## src/assert_macros.svh

```systemverilog
// Assertion helpers shared by the core and queue files of the frame splitter.
`ifndef ASSERT_MACROS_SVH
`define ASSERT_MACROS_SVH

// Property must hold at every clock edge outside reset.
`define ASSERT_ALWAYS(label, clk, rst_n, prop) \
    label: assert property (@(posedge clk) disable iff (!rst_n) (prop)) \
        else $error("assertion failed: property does not hold");

// Condition must never be true outside reset.
`define ASSERT_NEVER(label, clk, rst_n, cond) \
    label: assert property (@(posedge clk) disable iff (!rst_n) !(cond)) \
        else $error("assertion failed: forbidden condition seen");

`endif

```

## src/jmfs_pkg.sv

```systemverilog
// ----------------------------------------------------------------------------
// jmfs_pkg
// Shared constants and types of the JPEG marker frame splitter.
// ----------------------------------------------------------------------------
`timescale 1ns / 1ps

package jmfs_pkg;

    localparam int COUNT_WIDTH = 32;
    localparam int LEN_WIDTH   = 24;

    localparam logic [7:0] MARK_FF  = 8'hFF;
    localparam logic [7:0] MARK_SOI = 8'hD8;
    localparam logic [7:0] MARK_EOI = 8'hD9;

    localparam logic [LEN_WIDTH-1:0] MAX_FRAME_RESET = LEN_WIDTH'(8 * 1024 * 1024);

    // Result queue sizing: one byte may produce two results.
    localparam int QUEUE_DEPTH = 4;
    localparam int PTR_WIDTH   = $clog2(QUEUE_DEPTH);
    localparam int CNT_WIDTH   = $clog2(QUEUE_DEPTH + 1);

    typedef struct packed {
        logic [7:0]             out_byte;
        logic                   frame_first;
        logic                   frame_last;
        logic                   frame_abort;
        logic                   run_last;
        logic [COUNT_WIDTH-1:0] frames_total;
        logic [COUNT_WIDTH-1:0] dropped_total;
    } t_result;

    // Group of results handed from the core to the queue.
    typedef struct packed {
        logic [1:0] num;
        t_result    res0;
        t_result    res1;
    } t_push;

endpackage

```

## src/jmfs_core.sv

```systemverilog
// ----------------------------------------------------------------------------
// jmfs_core
// Marker tracking, frame length check and counters; one byte per cycle while i_take is high.
// ----------------------------------------------------------------------------
`timescale 1ns / 1ps
`include "assert_macros.svh"

module jmfs_core (
    input  logic                           i_clk,
    input  logic                           i_rst_n,
    input  logic                           i_cfg_we,
    input  logic [jmfs_pkg::LEN_WIDTH-1:0] i_cfg_data,
    input  logic                           i_take,
    input  logic [7:0]                     i_byte,
    output jmfs_pkg::t_push                o_push
);

    logic                             r_in_frame, n_in_frame;
    logic                             r_held, n_held;
    logic                             r_last_ff, n_last_ff;
    logic [jmfs_pkg::LEN_WIDTH-1:0]   r_frame_len, n_frame_len;
    logic [jmfs_pkg::COUNT_WIDTH-1:0] r_frames, n_frames;
    logic [jmfs_pkg::COUNT_WIDTH-1:0] r_dropped, n_dropped;
    logic [jmfs_pkg::LEN_WIDTH-1:0]   r_max_len;

    logic [jmfs_pkg::LEN_WIDTH:0]     next_len;
    logic [jmfs_pkg::LEN_WIDTH:0]     drop_add;
    logic [1:0]                       num;
    logic [7:0]                       byte0;
    logic                             first0, last0, abort0;

    assign next_len = {1'b0, r_frame_len} + (jmfs_pkg::LEN_WIDTH+1)'(1);

    always_comb begin
        n_in_frame  = r_in_frame;
        n_held      = r_held;
        n_last_ff   = r_last_ff;
        n_frame_len = r_frame_len;
        n_frames    = r_frames;
        drop_add    = '0;
        num         = 2'd0;
        byte0       = i_byte;
        first0      = 1'b0;
        last0       = 1'b0;
        abort0      = 1'b0;
        if (!r_in_frame) begin
            if (r_held) begin
                if (i_byte == jmfs_pkg::MARK_SOI) begin
                    num         = 2'd2;
                    byte0       = jmfs_pkg::MARK_FF;
                    first0      = 1'b1;
                    n_in_frame  = 1'b1;
                    n_held      = 1'b0;
                    n_last_ff   = 1'b0;
                    n_frame_len = jmfs_pkg::LEN_WIDTH'(2);
                end else if (i_byte == jmfs_pkg::MARK_FF) begin
                    drop_add = (jmfs_pkg::LEN_WIDTH+1)'(1);
                end else begin
                    drop_add = (jmfs_pkg::LEN_WIDTH+1)'(2);
                    n_held   = 1'b0;
                end
            end else if (i_byte == jmfs_pkg::MARK_FF) begin
                n_held = 1'b1;
            end else begin
                drop_add = (jmfs_pkg::LEN_WIDTH+1)'(1);
            end
        end else begin
            num = 2'd1;
            // The limit check wins over an end marker on the same byte.
            if (next_len > {1'b0, r_max_len}) begin
                abort0      = 1'b1;
                drop_add    = next_len;
                n_in_frame  = 1'b0;
                n_held      = 1'b0;
                n_last_ff   = 1'b0;
                n_frame_len = '0;
            end else if (r_last_ff && i_byte == jmfs_pkg::MARK_EOI) begin
                last0       = 1'b1;
                n_frames    = r_frames + jmfs_pkg::COUNT_WIDTH'(1);
                n_in_frame  = 1'b0;
                n_held      = 1'b0;
                n_last_ff   = 1'b0;
                n_frame_len = '0;
            end else begin
                n_frame_len = next_len[jmfs_pkg::LEN_WIDTH-1:0];
                n_last_ff   = (i_byte == jmfs_pkg::MARK_FF);
            end
        end
        n_dropped = r_dropped + jmfs_pkg::COUNT_WIDTH'(drop_add);
    end

    always_comb begin
        o_push.num                = i_take ? num : 2'd0;
        o_push.res0.out_byte      = byte0;
        o_push.res0.frame_first   = first0;
        o_push.res0.frame_last    = last0;
        o_push.res0.frame_abort   = abort0;
        o_push.res0.run_last      = (num == 2'd1);
        o_push.res0.frames_total  = n_frames;
        o_push.res0.dropped_total = n_dropped;
        o_push.res1.out_byte      = i_byte;
        o_push.res1.frame_first   = 1'b0;
        o_push.res1.frame_last    = 1'b0;
        o_push.res1.frame_abort   = 1'b0;
        o_push.res1.run_last      = 1'b1;
        o_push.res1.frames_total  = n_frames;
        o_push.res1.dropped_total = n_dropped;
    end

    always_ff @(posedge i_clk) begin
        if (!i_rst_n) begin
            r_in_frame  <= 1'b0;
            r_held      <= 1'b0;
            r_last_ff   <= 1'b0;
            r_frame_len <= '0;
            r_frames    <= '0;
            r_dropped   <= '0;
        end else if (i_take) begin
            r_in_frame  <= n_in_frame;
            r_held      <= n_held;
            r_last_ff   <= n_last_ff;
            r_frame_len <= n_frame_len;
            r_frames    <= n_frames;
            r_dropped   <= n_dropped;
        end
    end

    always_ff @(posedge i_clk) begin
        if (!i_rst_n) begin
            r_max_len <= jmfs_pkg::MAX_FRAME_RESET;
        end else if (i_cfg_we) begin
            r_max_len <= i_cfg_data;
        end
    end

    // An FF is only held back while hunting.
    `ASSERT_NEVER(a_held_in_frame, i_clk, i_rst_n, r_in_frame && r_held)
    // Hunting keeps no frame length and no pending FF flag.
    `ASSERT_ALWAYS(a_hunt_clean, i_clk, i_rst_n,
        !r_in_frame |-> (r_frame_len == '0 && !r_last_ff))

endmodule

```

## src/jmfs_queue.sv

```systemverilog
// ----------------------------------------------------------------------------
// jmfs_queue
// Small result queue: takes up to two results per cycle, gives out one per pop.
// ----------------------------------------------------------------------------
`timescale 1ns / 1ps
`include "assert_macros.svh"

module jmfs_queue (
    input  logic                           i_clk,
    input  logic                           i_rst_n,
    input  jmfs_pkg::t_push                i_push,
    input  logic                           i_pop,
    output logic                           o_room,
    output logic                           o_valid,
    output jmfs_pkg::t_result              o_head
);

    jmfs_pkg::t_result                r_mem [jmfs_pkg::QUEUE_DEPTH];
    logic [jmfs_pkg::PTR_WIDTH-1:0]   r_wr, r_rd;
    logic [jmfs_pkg::CNT_WIDTH-1:0]   r_count;
    logic [jmfs_pkg::PTR_WIDTH-1:0]   wr_next;
    logic                             pop_ok;

    assign wr_next = r_wr + jmfs_pkg::PTR_WIDTH'(1);
    assign pop_ok  = i_pop && (r_count != '0);
    // Room is judged on the registered count so that two results always fit.
    assign o_room  = (r_count <= jmfs_pkg::CNT_WIDTH'(jmfs_pkg::QUEUE_DEPTH - 2));
    assign o_valid = (r_count != '0);
    assign o_head  = r_mem[r_rd];

    always_ff @(posedge i_clk) begin
        if (i_push.num != 2'd0) begin
            r_mem[r_wr] <= i_push.res0;
        end
        if (i_push.num == 2'd2) begin
            r_mem[wr_next] <= i_push.res1;
        end
    end

    always_ff @(posedge i_clk) begin
        if (!i_rst_n) begin
            r_wr    <= '0;
            r_rd    <= '0;
            r_count <= '0;
        end else begin
            r_wr    <= r_wr + jmfs_pkg::PTR_WIDTH'(i_push.num);
            r_rd    <= r_rd + jmfs_pkg::PTR_WIDTH'(pop_ok);
            r_count <= r_count + jmfs_pkg::CNT_WIDTH'(i_push.num)
                       - jmfs_pkg::CNT_WIDTH'(pop_ok);
        end
    end

    `ASSERT_ALWAYS(a_count_range, i_clk, i_rst_n,
        r_count <= jmfs_pkg::CNT_WIDTH'(jmfs_pkg::QUEUE_DEPTH))
    `ASSERT_NEVER(a_push_no_room, i_clk, i_rst_n, (i_push.num != 2'd0) && !o_room)

endmodule

```

## src/jpeg_marker_frame_splitter_unit.sv

```systemverilog
// ----------------------------------------------------------------------------
// jpeg_marker_frame_splitter_unit
// Splits an MJPEG byte stream into tagged frames at FF D8 / FF D9 markers.
// ----------------------------------------------------------------------------
//  Channel   Direction  Handshake                 Payload
//  input     in         i_in_valid / o_in_stall   i_data_byte
//  output    out        o_out_valid / i_out_stall o_out_byte, flags, counters
//  config    in         i_cfg_we                  i_cfg_data (max_frame_bytes)
//
//  One byte per cycle is taken while o_in_stall is low; a start marker yields
//  two results, so a run of them is limited by the single result read out of
//  the four-entry queue. A byte is registered at input, its results in the queue.
//  Reset is synchronous and active low; the limit returns to 8388608 bytes.
//  A stall on the output fills the queue and then stalls the input.
// ----------------------------------------------------------------------------
`timescale 1ns / 1ps

module jpeg_marker_frame_splitter_unit (
    input  logic                             i_clk,
    input  logic                             i_rst_n,
    input  logic                             i_cfg_we,
    input  logic [jmfs_pkg::LEN_WIDTH-1:0]   i_cfg_data,
    input  logic                             i_in_valid,
    output logic                             o_in_stall,
    input  logic [7:0]                       i_data_byte,
    output logic                             o_out_valid,
    input  logic                             i_out_stall,
    output logic [7:0]                       o_out_byte,
    output logic                             o_frame_first,
    output logic                             o_frame_last,
    output logic                             o_frame_abort,
    output logic                             o_run_last,
    output logic [jmfs_pkg::COUNT_WIDTH-1:0] o_frames_total,
    output logic [jmfs_pkg::COUNT_WIDTH-1:0] o_dropped_total
);

    logic              r_in_vld;
    logic [7:0]        r_in_byte;
    logic              room;
    logic              take;
    logic              in_xfer;
    jmfs_pkg::t_push   push;
    jmfs_pkg::t_result head;

    assign take       = r_in_vld && room;
    assign o_in_stall = r_in_vld && !room;
    assign in_xfer    = i_in_valid && !o_in_stall;

    always_ff @(posedge i_clk) begin
        if (!i_rst_n) begin
            r_in_vld <= 1'b0;
        end else if (in_xfer) begin
            r_in_vld <= 1'b1;
        end else if (take) begin
            r_in_vld <= 1'b0;
        end
    end

    always_ff @(posedge i_clk) begin
        if (in_xfer) begin
            r_in_byte <= i_data_byte;
        end
    end

    jmfs_core u_core (
        .i_clk      (i_clk),
        .i_rst_n    (i_rst_n),
        .i_cfg_we   (i_cfg_we),
        .i_cfg_data (i_cfg_data),
        .i_take     (take),
        .i_byte     (r_in_byte),
        .o_push     (push)
    );

    jmfs_queue u_queue (
        .i_clk   (i_clk),
        .i_rst_n (i_rst_n),
        .i_push  (push),
        .i_pop   (!i_out_stall),
        .o_room  (room),
        .o_valid (o_out_valid),
        .o_head  (head)
    );

    assign o_out_byte      = head.out_byte;
    assign o_frame_first   = head.frame_first;
    assign o_frame_last    = head.frame_last;
    assign o_frame_abort   = head.frame_abort;
    assign o_run_last      = head.run_last;
    assign o_frames_total  = head.frames_total;
    assign o_dropped_total = head.dropped_total;

endmodule
```

## config.mk

```make
export PLATFORM = sky130hd
export DESIGN_NAME = jpeg_marker_frame_splitter_unit
export DESIGN_NICKNAME = d
export VERILOG_FILES = /design/src/jmfs_pkg.sv /design/src/jmfs_core.sv /design/src/jmfs_queue.sv /design/src/jpeg_marker_frame_splitter_unit.sv
export VERILOG_INCLUDE_DIRS = /design/src /design/src/src
export SDC_FILE = /design/constraint.sdc
export NUM_CORES = 1
export LEC_CHECK = 0
export BUFFER_PORTS_ARGS = -buffer_cell sky130_fd_sc_hd__buf_2
export CORE_ASPECT_RATIO = 1.75
export CORE_MARGIN = 2
export CORE_UTILIZATION = 30
export CTS_BUF_LIST = sky130_fd_sc_hd__clkbuf_8
export CTS_CLUSTER_DIAMETER = 60
export DETAILED_ROUTE_END_ITERATION = 12
export PLACE_DENSITY = 0.5
export SYNTH_ARGS = -nofsm -noshare
export SYNTH_HDL_FRONTEND = slang
export SYNTH_SLANG_ARGS = --single-unit
```

## constraint.sdc

```tcl
create_clock -name i_clk -period 16.9 [get_ports i_clk]
set_clock_uncertainty 0.15 [all_clocks]
set_input_delay 1.69 -clock i_clk [delete_from_list [all_inputs] [get_ports i_clk]]
set_output_delay 1.69 -clock i_clk [all_outputs]
set_load 0.02 [all_outputs]
```

# Word level (Yosys, flattened, before mapping)
# Memory sizes are Yosys's and may differ from the RTL's. A register that Yosys moved wholly into a read port is not among the register bits.
# Cells that the tools add are included.
[word_totals]
reg_bits = 131
mem_bits_rw = 304
in_bits = 37
output_inout_bits = 78
wordCells = 94
n_memories = 1
[classes]
add_sub_neg = 8
order_cmp = 2
eq_ne = 6
n_mux = 50
n_reduce_logical = 15
[mem_list]
columns = ["memory", "depth", "width", "rd", "rd_ports_with_merged_regs", "wr", "line_no", "rtl"]
rows = [
  ["u_queue.r_mem", 4, 76, 1, 1, 2, "jmfs_queue.sv:18", "jmfs_pkg::t_result r_mem [jmfs_pkg::QUEUE_DEPTH];"],
]
[op_table]
columns = ["cell", "n"]
rows = [
  ["24-bit two-way mux", 5],
  ["25-bit two-way mux", 4],
  ["32-bit two-way mux", 3],
  ["32-bit by 1-bit adder with 32-bit output, second input constant", 1],
  ["32-bit by 25-bit adder with 32-bit output", 1],
  ["1-bit two-way mux", 29],
  ["24-bit by 1-bit adder with 25-bit output, second input constant", 1],
  ["25-bit by 24-bit > comparator with 1-bit output", 1],
  ["8-bit equality test, second input constant", 3],
  ["8-bit two-way mux", 3],
  ["2-bit two-way mux", 6],
  ["2-bit nonzero test", 4],
  ["1-bit logical AND", 5],
  ["3-bit by 2-bit adder with 3-bit output", 1],
  ["3-bit by 2-bit less-or-equal comparator with 1-bit output, second input constant", 1],
  ["1-bit logical NOT", 3],
  ["3-bit != test, second input constant", 1],
  ["3-bit AND reduction", 1],
  ["3-bit nonzero test", 1],
  ["3-bit by 1-bit subtractor with 3-bit output", 1],
  ["2-bit by 1-bit adder with 2-bit output", 1],
  ["2-bit by 1-bit adder with 2-bit output, second input constant", 1],
  ["2-bit adder", 1],
  ["2-bit by 1-bit equality test with 1-bit output, second input constant", 1],
  ["other kinds (2)", 2],
]

# Longest topological paths before layout
# Gate-level depths: netlist (run 1).
[depth]
word_depth = 8
mapped_depth = 26
depth_no_buf = 25

# Hierarchy
# A second synthesis (run 1) with hierarchy kept.
[unflattened]
cells_unflattened = 1867
area_unflattened_um2 = 24018.0
[modules_own_cells]
columns = ["module", "instances", "cells_each", "area_per_inst_um2", "seq_area_each_um2"]
rows = [
  ["jmfs_queue", 1, 781, 15213.3, 9268.9],
  ["jmfs_core", 1, 1072, 8506.9, 2302.2],
  ["jpeg_marker_frame_splitter_unit", 1, 14, 297.8, 260.2],
]

# Worst setup path after synthesis (run 1)
# Ideal clock, no wire load.
[synth_path]
path_kind = "register -> register"
from = "reg u_core.r_frame_len[0] (netlist bit)"
to = "mem u_queue.r_mem[0][26] (netlist bit), data pin"
setup_time_ns = 0.265
arrival_ns = 5.671
required_time_ns = 16.485
setup_slack_ns = 10.814
path_stages_with_launch = 27
n_path_buf = 1
synth_period_minus_slack_ns = 6.086
cell_sequence = "dfxtp_1 ha_1 and3_2 nand4_2 nor2b_1 and3_1 nand3_1 xnor2_1 ha_1 nand3_1 o211ai_1 or3_1 a21boi_1 a21oi_4 buf_2 nand2_1 o22ai_1 ha_1 fa_1 a211oi_1 o21ai_1 a211oi_1 o2bb2ai_1 nor3_1 nor3b_1 xnor2_1 nor2_1"
[synth_lines]
columns = ["item", "line_no", "rtl"]
rows = [
  ["from (decl)", "jmfs_core.sv:21", "logic [jmfs_pkg::LEN_WIDTH-1:0] r_frame_len, n_frame_len;"],
  ["from (signal assigned)", "jmfs_core.sv:122", "r_frame_len <= n_frame_len;"],
  ["to (decl)", "jmfs_queue.sv:18", ""],
]

==> results of run 1 <==
[path summary, 6_finish.rpt]
path / startpoint / endpoint / slack, ps / depth (start not counted)
min: u_queue.r_mem[0][66] / u_queue.r_mem[0][66] / 310 / 2
min reg2reg: u_queue.r_mem[0][66] / u_queue.r_mem[0][66] / 310 / 2
max: u_core.r_frame_len[0] / u_queue.r_mem[0][30] / 9240 / 26
max reg2reg: u_core.r_frame_len[0] / u_queue.r_mem[0][30] / 9240 / 26
[cells in the final DEF, fill, tap and decap left out, types with 21 or more instances in the layout]
master | netlist | layout
sky130_fd_sc_hd__mux4_2 | 76 | 76
sky130_fd_sc_hd__clkbuf_8 | 0 | 76
sky130_fd_sc_hd__xor2_1 | 43 | 43
sky130_fd_sc_hd__inv_1 | 50 | 73
sky130_fd_sc_hd__and3_1 | 45 | 45
sky130_fd_sc_hd__dfxtp_1 | 139 | 136
sky130_fd_sc_hd__and2_1 | 39 | 39
sky130_fd_sc_hd__o21ai_0 | 40 | 40
sky130_fd_sc_hd__edfxtp_1 | 296 | 296
sky130_fd_sc_hd__nand3_1 | 47 | 47
sky130_fd_sc_hd__buf_4 | 1 | 21
sky130_fd_sc_hd__nand4_1 | 35 | 35
sky130_fd_sc_hd__nand2_1 | 96 | 95
sky130_fd_sc_hd__nor2_1 | 394 | 394
sky130_fd_sc_hd__mux2i_1 | 27 | 27
sky130_fd_sc_hd__buf_2 | 6 | 114
sky130_fd_sc_hd__a21oi_1 | 79 | 78
sky130_fd_sc_hd__xnor2_1 | 52 | 52
sky130_fd_sc_hd__ha_1 | 56 | 56
sky130_fd_sc_hd__nor3_1 | 28 | 28
[cells by family after synthesis]
family,Yosys count
AND/OR/NAND/NOR,779
buffers and inverters,158
flip-flops,435
XOR/XNOR,116
multiplexers,105
adder cells (fa/ha/maj),58
AO/OA/AOI/OAI,217
[sequential cells by signal, indices dropped and copies added (netlist names)]
signal,count
u_queue.r_mem,304
u_queue.r_count,3
u_core.r_frames,32
u_core.r_in_frame,1
u_queue.r_wr,2
u_core.r_max_len,24
r_in_byte,8
u_core.r_last_ff,1
u_core.r_frame_len,24
u_core.r_held,1
r_in_vld,1
u_core.r_dropped,32
u_queue.r_rd,2
[power breakdown]
part / internal (mW) / switching [mW] / total (mW) / leakage, nW
Combinational: 0.127 / 0.156 / 0.284 / 3.57
Clock: 0.493 / 0.435 / 0.928 / 0.796
Sequential: 1.14 / 0.0437 / 1.18 / 3.27
[per-stage QoR]
stage                     power, mW   util  hold slack (ps)  setup WS, ps  area (um^2)
final                          2.39  0.343              307          9240        24200
after detailed placement       1.51  0.323              293          9300        22800
after CTS                      2.44  0.343              309          9260        24200
after floorplan                1.40      -              270         10810        21400
after global routing           2.50  0.343              334          8650        24200
after global placement         1.50  0.323              283          9480        22800
[worst max-delay path, stage by stage (launching register included)]
cell                        delay (ps)
sky130_fd_sc_hd__dfxtp_1           460
sky130_fd_sc_hd__ha_1              280
sky130_fd_sc_hd__and3_2            260
sky130_fd_sc_hd__nand4_2           200
sky130_fd_sc_hd__nor2b_1           390
sky130_fd_sc_hd__and3_1            300
sky130_fd_sc_hd__nand3_1           140
sky130_fd_sc_hd__xnor2_1           240
sky130_fd_sc_hd__ha_1              290
sky130_fd_sc_hd__nand3_1           130
sky130_fd_sc_hd__o211ai_1          130
sky130_fd_sc_hd__or3_1             350
sky130_fd_sc_hd__a21boi_1          260
sky130_fd_sc_hd__a21oi_4            40
sky130_fd_sc_hd__buf_4             300
sky130_fd_sc_hd__nand2_1           340
sky130_fd_sc_hd__o22ai_1           140
sky130_fd_sc_hd__ha_1              240
sky130_fd_sc_hd__fa_1              440
sky130_fd_sc_hd__a211oi_1          300
sky130_fd_sc_hd__o21ai_1           240
sky130_fd_sc_hd__a211oi_1          460
sky130_fd_sc_hd__o2bb2ai_1         150
sky130_fd_sc_hd__nor3_1            570
sky130_fd_sc_hd__nor3_1            120
sky130_fd_sc_hd__xnor2_1           310
sky130_fd_sc_hd__nor2_1            100
[area by class of cell]
class	count	area [um^2]	area share
Tap cell	917	1150	0.0474
Antenna cell	1	2.50	0.000103
Sequential cell	435	11700	0.482
Clock buffer	76	1050	0.0432
Timing Repair Buffer	135	728	0.0301
Clock inverter	49	353	0.0146
Multi-Input combinational cell	1275	9050	0.374
Inverter	51	198	0.00817
[routing by layer]
metal,track usage,share of wire,routed length [um],vias to the layer above
met5,0,0,0,-
met4,0.0663,0.032,1930,0
met3,0.0250,0.044,2650,111
met2,0.304,0.53,31900,378
met1,0.184,0.39,23400,7425
li1,-,-,-,6933
==> impl_metrics.xml, run 1 <==
<?xml version="1.0" encoding="UTF-8"?>
<metrics>
  <group name="routing">
    <metric name="average_vias_per_placed_instance" unit="">5.05</metric>
    <metric name="drt-pass1-iter-count" unit="">5</metric>
    <metric name="detail_route.drc_violations" unit="">0</metric>
    <metric name="vias" unit="">14800</metric>
    <metric name="detail_route.wirelength" unit="um">59800</metric>
    <metric name="antenna_violating_nets_post_route" unit="">0</metric>
    <metric name="wire_per_inst" unit="um">20.4</metric>
    <metric name="drt_first_iter_violations" unit="">804</metric>
  </group>
  <group name="setup_path">
    <metric name="cp-end-kind" unit="">register</metric>
    <metric name="timing.setup.critical_path_class" unit="">reg2reg</metric>
    <metric name="worst-path-max-fanout" unit="">46</metric>
    <metric name="critPathArrivalTime" unit="ps">7840</metric>
    <metric name="crit_required" unit="ps">17090</metric>
    <metric name="critPathLaunchType" unit="">register</metric>
  </group>
  <group name="clocking">
    <metric name="hold_buffers" unit="">0</metric>
    <metric name="cts_root_buf" unit="">sky130_fd_sc_hd__clkbuf_8</metric>
    <metric name="tritoncts_clock_tree" unit="">yes</metric>
    <metric name="clock_sinks" unit="">435</metric>
    <metric name="cts_setup_buffers" unit="">0</metric>
    <metric name="htreeDepth" unit="">3</metric>
    <metric name="cts.repair.resized" unit="">0</metric>
    <metric name="clkSlewWorstSetupHoldPaths" unit="ps">60</metric>
    <metric name="clockBufferDepth" unit="">3</metric>
    <metric name="cts_made_buffers" unit="">68</metric>
    <metric name="clkLatencyLatePin" unit="ps">640</metric>
  </group>
  <group name="floorplan">
    <metric name="ioPinCount" unit="">115</metric>
    <metric name="placeableCoreArea" unit="mm^2">0.0705</metric>
    <metric name="rows" unit="">129</metric>
    <metric name="start_util" unit="">0.303</metric>
    <metric name="die_area" unit="mm^2">0.0734</metric>
    <metric name="die-height" unit="um">357</metric>
    <metric name="die_x" unit="um">206</metric>
  </group>
  <group name="timing">
    <metric name="timing.fmax" unit="MHz">131</metric>
    <metric name="final.setup.tns" unit="ps">0</metric>
    <metric name="max_slew.worst_pin.slew" unit="ps">1050</metric>
    <metric name="final_max_slew_viol_count" unit="">0</metric>
    <metric name="post-route-min-period" unit="ps">7660</metric>
    <metric name="min_period_over_period" unit="">0.453</metric>
    <metric name="grt_setup_unrepaired" unit="">false</metric>
    <metric name="worst_slew_margin_rel" unit="">0.300</metric>
    <metric name="final-setup-viol-count" unit="">0</metric>
    <metric name="hold_viol" unit="">0</metric>
  </group>
  <group name="placed_design">
    <metric name="routability_congestion" unit="">0.820</metric>
    <metric name="place_hpwl" unit="um">38000</metric>
    <metric name="port-buffer-count" unit="">114</metric>
    <metric name="numPlacedInstances" unit="">2813</metric>
  </group>
  <group name="synth">
    <metric name="synth_most_common_cell" unit="">sky130_fd_sc_hd__nor2_1</metric>
    <metric name="fraction_of_the_mapped_netlist_area_in_compound_gates" unit="">0.0643</metric>
    <metric name="yosys-top-cells-area" unit="">sky130_fd_sc_hd__edfxtp_1 (42%), sky130_fd_sc_hd__dfxtp_1 (13%), sky130_fd_sc_hd__mux4_2 (8.0%)</metric>
    <metric name="synth_seq_cells" unit="">435</metric>
    <metric name="ys.warnings.count" unit="">0</metric>
    <metric name="syn_area" unit="mm^2">0.0214</metric>
    <metric name="count_of_cell_types_in_the_netlist" unit="">72</metric>
    <metric name="synthesized_area_fraction_occupied_by_and_or_nand_nor_cells" unit="">0.175</metric>
    <metric name="synth-seq-area-share" unit="">0.547</metric>
    <metric name="post-synth-top-area-cell" unit="">sky130_fd_sc_hd__edfxtp_1</metric>
    <metric name="synthCells" unit="">1868</metric>
    <metric name="synth.top_cell.area_share" unit="">0.416</metric>
    <metric name="post_synth_xor_area_fraction" unit="">0.0550</metric>
    <metric name="synth_top_family_by_area" unit="">simple AND/OR/NAND/NOR gates</metric>
    <metric name="synth.mux.area_fraction" unit="">0.0939</metric>
    <metric name="syn-mean-instance-area" unit="um^2">11.4</metric>
    <metric name="postSynthNetCount" unit="">1963</metric>
    <metric name="postSynth.topFlopCell" unit="">sky130_fd_sc_hd__edfxtp_1</metric>
    <metric name="yosys-top-cells-count" unit="">sky130_fd_sc_hd__nor2_1 (394), sky130_fd_sc_hd__edfxtp_1 (296), sky130_fd_sc_hd__dfxtp_1 (139)</metric>
    <metric name="synth_async_sr_flop_share" unit="">0</metric>
    <metric name="synth_adder_area_share" unit="">0.0347</metric>
    <metric name="synth_enable_flop_cells" unit="">296</metric>
  </group>
  <group name="final_layout">
    <metric name="layout-area-overhead-vs-synth" unit="%">13.4</metric>
    <metric name="share_of_post_route_cells_with_drive_strength_above_1" unit="">0.188</metric>
    <metric name="layout.cells.non_filler" unit="">2939</metric>
    <metric name="final_nets" unit="">2061</metric>
    <metric name="nFillCells" unit="">7090</metric>
  </group>
  <group name="power_and_ir_drop">
    <metric name="power_density" unit="mW/mm^2">98.9</metric>
    <metric name="max-vdd-ir-drop" unit="V">0.0000564</metric>
    <metric name="leakagePower" unit="nW">7.64</metric>
  </group>
  <group name="global_route">
    <metric name="via_count_of_the_first_global_routing_pass" unit="">15500</metric>
    <metric name="initial_antenna_violation_count" unit="">1</metric>
    <metric name="grt_overflow_total" unit="">0</metric>
    <metric name="largest_net_degree_at_the_start_of_global_routing" unit="">63</metric>
    <metric name="globalRouteTotalUtil" unit="">0.163</metric>
    <metric name="wire_length_of_the_first_global_routing_pass" unit="um">90800</metric>
  </group>
  <group name="worst_hold_path">
    <metric name="timing.hold.worst.class" unit="">reg2reg</metric>
  </group>
  <group name="run">
    <metric name="cap_viol_max_count" unit="">0</metric>
  </group>
  <group name="status">
    <metric name="run_status" unit="">complete, no violations</metric>
  </group>
</metrics>
(Power assumes the default switching activity.)
==> inputs of run 2 (changes only) <==
--- a/config.mk
+++ b/config.mk
@@ -6,6 +6,7 @@
 export SDC_FILE = /design/constraint.sdc
 export NUM_CORES = 1
 export LEC_CHECK = 0
+export ABC_AREA = 1
 export BUFFER_PORTS_ARGS = -buffer_cell sky130_fd_sc_hd__buf_2
 export CORE_ASPECT_RATIO = 1.75
 export CORE_MARGIN = 2
@@ -13,7 +14,7 @@
 export CTS_BUF_LIST = sky130_fd_sc_hd__clkbuf_8
 export CTS_CLUSTER_DIAMETER = 60
 export DETAILED_ROUTE_END_ITERATION = 12
-export PLACE_DENSITY = 0.5
+export PLACE_DENSITY = 0.51
 export SYNTH_ARGS = -nofsm -noshare
 export SYNTH_HDL_FRONTEND = slang
 export SYNTH_SLANG_ARGS = --single-unit
==> constraint.sdc (replaced) <==
create_clock -name i_clk -period 6.5 [get_ports i_clk]
set_clock_uncertainty 0.15 [all_clocks]
set_input_delay 0.65 -clock i_clk [delete_from_list [all_inputs] [get_ports i_clk]]
set_output_delay 0.65 -clock i_clk [all_outputs]
set_load 0.02 [all_outputs]
==> impl_metrics.xml, run 2 <==
<?xml version="1.0" encoding="UTF-8"?>
<metrics>
  <group name="power_and_ir_drop">
    <metric name="max-vdd-ir-drop" unit="V">0.000163</metric>
    <metric name="leakagePower" unit="nW">9.08</metric>
    <metric name="power_density" unit="mW/mm^2">283</metric>
    <metric name="total_power" unit="mW">7.12</metric>
  </group>
  <group name="global_route">
    <metric name="initial_antenna_violation_count" unit="">2</metric>
    <metric name="via_count_of_the_first_global_routing_pass" unit="">19000</metric>
    <metric name="largest_net_degree_at_the_start_of_global_routing" unit="">93</metric>
    <metric name="wire_length_of_the_first_global_routing_pass" unit="um">112000</metric>
    <metric name="grt_overflow_total" unit="">0</metric>
    <metric name="globalRouteTotalUtil" unit="">0.192</metric>
  </group>
  <group name="final_layout">
    <metric name="reg_top3" unit="">u_queue.r_mem: 304 flops, u_core.r_dropped: 32 flops, u_core.r_frames: 32 flops</metric>
    <metric name="final_common_cell" unit="">sky130_fd_sc_hd__nor2_1</metric>
    <metric name="most-common-layout-cells" unit="">sky130_fd_sc_hd__nor2_1 (543), sky130_fd_sc_hd__nand2_1 (360), sky130_fd_sc_hd__edfxtp_1 (296), sky130_fd_sc_hd__inv_1 (289), sky130_fd_sc_hd__o21ai_0 (244)</metric>
    <metric name="share_of_post_route_cells_with_drive_strength_above_1" unit="">0.103</metric>
    <metric name="final_nets" unit="">2842</metric>
    <metric name="layout-area-overhead-vs-synth" unit="%">13.0</metric>
    <metric name="largest_reg_flops" unit="">304</metric>
    <metric name="max_flop_register" unit="">u_queue.r_mem</metric>
    <metric name="layout.cells.non_filler" unit="">3738</metric>
  </group>
  <group name="placed_design">
    <metric name="place_hpwl" unit="um">48900</metric>
    <metric name="port-buffer-count" unit="">114</metric>
    <metric name="numPlacedInstances" unit="">3603</metric>
    <metric name="routability_congestion" unit="">0.888</metric>
  </group>
  <group name="synth">
    <metric name="synth_seq_cells" unit="">435</metric>
    <metric name="yosys-top-cells-area" unit="">sky130_fd_sc_hd__edfxtp_1 (40%), sky130_fd_sc_hd__dfxtp_1 (12%), sky130_fd_sc_hd__nor2_1 (9.2%)</metric>
    <metric name="synth_async_sr_flop_share" unit="">0</metric>
    <metric name="synthCells" unit="">2650</metric>
    <metric name="synth_most_common_cell" unit="">sky130_fd_sc_hd__nor2_1</metric>
    <metric name="post-synth-top-area-cell" unit="">sky130_fd_sc_hd__edfxtp_1</metric>
    <metric name="yosys-top-cells-count" unit="">sky130_fd_sc_hd__nor2_1 (544), sky130_fd_sc_hd__nand2_1 (361), sky130_fd_sc_hd__edfxtp_1 (296)</metric>
    <metric name="syn-mean-instance-area" unit="um^2">8.41</metric>
    <metric name="ys.warnings.count" unit="">0</metric>
    <metric name="postSynth.topFlopCell" unit="">sky130_fd_sc_hd__edfxtp_1</metric>
    <metric name="synth-seq-area-share" unit="">0.524</metric>
    <metric name="synth.top_cell.area_share" unit="">0.399</metric>
    <metric name="synth_enable_flop_cells" unit="">296</metric>
    <metric name="postSynthNetCount" unit="">2745</metric>
    <metric name="count_of_cell_types_in_the_netlist" unit="">47</metric>
    <metric name="syn_area" unit="mm^2">0.0223</metric>
  </group>
  <group name="routing">
    <metric name="detail_route.wirelength" unit="um">73200</metric>
    <metric name="antenna_violating_nets_post_route" unit="">0</metric>
    <metric name="drt_first_iter_violations" unit="">1173</metric>
    <metric name="vias" unit="">18900</metric>
    <metric name="detail_route.drc_violations" unit="">0</metric>
    <metric name="drt-pass1-iter-count" unit="">5</metric>
    <metric name="wire_per_inst" unit="um">19.6</metric>
    <metric name="average_vias_per_placed_instance" unit="">5.05</metric>
  </group>
  <group name="clocking">
    <metric name="cts_root_buf" unit="">sky130_fd_sc_hd__clkbuf_8</metric>
    <metric name="clock_sinks" unit="">435</metric>
    <metric name="tritoncts_clock_tree" unit="">yes</metric>
    <metric name="clkSlewWorstSetupHoldPaths" unit="ps">70</metric>
    <metric name="cts_made_buffers" unit="">68</metric>
    <metric name="clockBufferDepth" unit="">3</metric>
    <metric name="clkLatencyLatePin" unit="ps">690</metric>
    <metric name="htreeDepth" unit="">3</metric>
  </group>
  <group name="setup_path">
    <metric name="timing.setup.critical_path_class" unit="">reg2reg</metric>
    <metric name="crit_required" unit="ps">6750</metric>
    <metric name="cp-end-kind" unit="">register</metric>
    <metric name="cp_max_stage_cell" unit="">sky130_fd_sc_hd__nor4_1</metric>
    <metric name="critPathArrivalTime" unit="ps">6240</metric>
    <metric name="worst-path-max-fanout" unit="">7</metric>
    <metric name="critical_path.most_common_cell" unit="">sky130_fd_sc_hd__nand2_1</metric>
    <metric name="cp_num_buf_inv" unit="">2</metric>
    <metric name="critical-path-max-stage-delay" unit="ps">620</metric>
    <metric name="critPathLaunchType" unit="">register</metric>
    <metric name="cell_family_with_most_cp_delay" unit="">simple AND/OR/NAND/NOR gates</metric>
  </group>
  <group name="status">
    <metric name="run_status" unit="">complete, no violations</metric>
  </group>
  <group name="timing">
    <metric name="min_period_over_period" unit="">0.922</metric>
    <metric name="worst_slew_margin_rel" unit="">0.292</metric>
    <metric name="timing.fmax" unit="MHz">167</metric>
    <metric name="grt_setup_unrepaired" unit="">false</metric>
    <metric name="hold_viol" unit="">0</metric>
    <metric name="max_slew.worst_pin.slew" unit="ps">1060</metric>
    <metric name="final.setup.tns" unit="ps">0</metric>
    <metric name="final_max_slew_viol_count" unit="">0</metric>
    <metric name="worst_hold_slack" unit="ps">96.2</metric>
    <metric name="post-route-min-period" unit="ps">5990</metric>
    <metric name="final-setup-viol-count" unit="">0</metric>
  </group>
  <group name="floorplan">
    <metric name="die_x" unit="um">210</metric>
    <metric name="rows" unit="">132</metric>
    <metric name="die_area" unit="mm^2">0.0766</metric>
    <metric name="start_util" unit="">0.302</metric>
    <metric name="die-height" unit="um">365</metric>
    <metric name="placeableCoreArea" unit="mm^2">0.0738</metric>
    <metric name="ioPinCount" unit="">115</metric>
  </group>
  <group name="run">
    <metric name="cap_viol_max_count" unit="">0</metric>
  </group>
  <group name="worst_hold_path">
    <metric name="timing.hold.worst.class" unit="">in2reg</metric>
  </group>
</metrics>
## run 2: cell type report
| cell class | instances | area, um^2 |
|---|---|---|
| Multi-Input combinational cell | 1797 | 8920 |
| Fill cell | 7634 | 48600 |
| Sequential cell | 435 | 11700 |
| Antenna cell | 1 | 2.50 |
| Tap cell | 938 | 1170 |
| Timing Repair Buffer | 163 | 981 |
| Clock buffer | 78 | 1070 |
| Inverter | 282 | 1070 |
| Clock inverter | 44 | 283 |
## run 2: path summary, 6_finish.rpt
check / start / to / slack [ps] / cells past startpoint
min: i_cfg_data[3] / u_core.r_max_len[3] / 100 / 3
min reg2reg: u_queue.r_mem[1][66] / u_queue.r_mem[1][66] / 300 / 2
max reg2reg: u_core.r_frame_len[19] / u_queue.r_mem[1][22] / 510 / 28
max: u_core.r_frame_len[19] / u_queue.r_mem[1][22] / 510 / 28
## run 2: logic make-up after synthesis
family          after synthesis  share of synthesized area
simple gates               1145                      0.215
compound gates              547                      0.132
flops                       435                      0.524
buf+inv                     418                     0.0775
fa+ha+maj                    58                     0.0332
xor+xnor                     47                     0.0185
## run 2: repair_timing
item	CTS	global route
setup endpoints to repair	0	30
setup buffers	0	0
gates resized for setup	0	3
hold buffers	12	0
hold endpoints to repair	11	0
## run 2: where the power goes
part	switching (mW)	internal, mW	leakage (nW)
logic	1.22	0.423	5.00
clock network	1.14	1.22	0.774
registers	0.0899	3.02	3.31
## run 2: worst register-to-register path, delay by kind of cell (launching register included)
family                   cells  cell delay, ps
flip-flops                   1             540
XOR/XNOR                     1             280
AND/OR/NAND/NOR             19            2750
buffers and inverters        2             230
adder cells (fa/ha/maj)      3             950
AO/OA/AOI/OAI                3             790
## run 2: routing by layer
metal / global-route usage / share of wire
met3: 0.0253 / 0.040
met4: 0.0918 / 0.042
met1: 0.208 / 0.39
met2: 0.364 / 0.53
met5: 0 / 0
## run 2: metrics by stage
step	cell area, um^2	setup WS, ps	utilization
final	25200	505	0.341
after global routing	25200	81.0	0.341
after CTS	25200	362	0.341
after detailed placement	23700	397	0.321
after global placement	23700	497	0.321
after floorplan	22300	1760	-
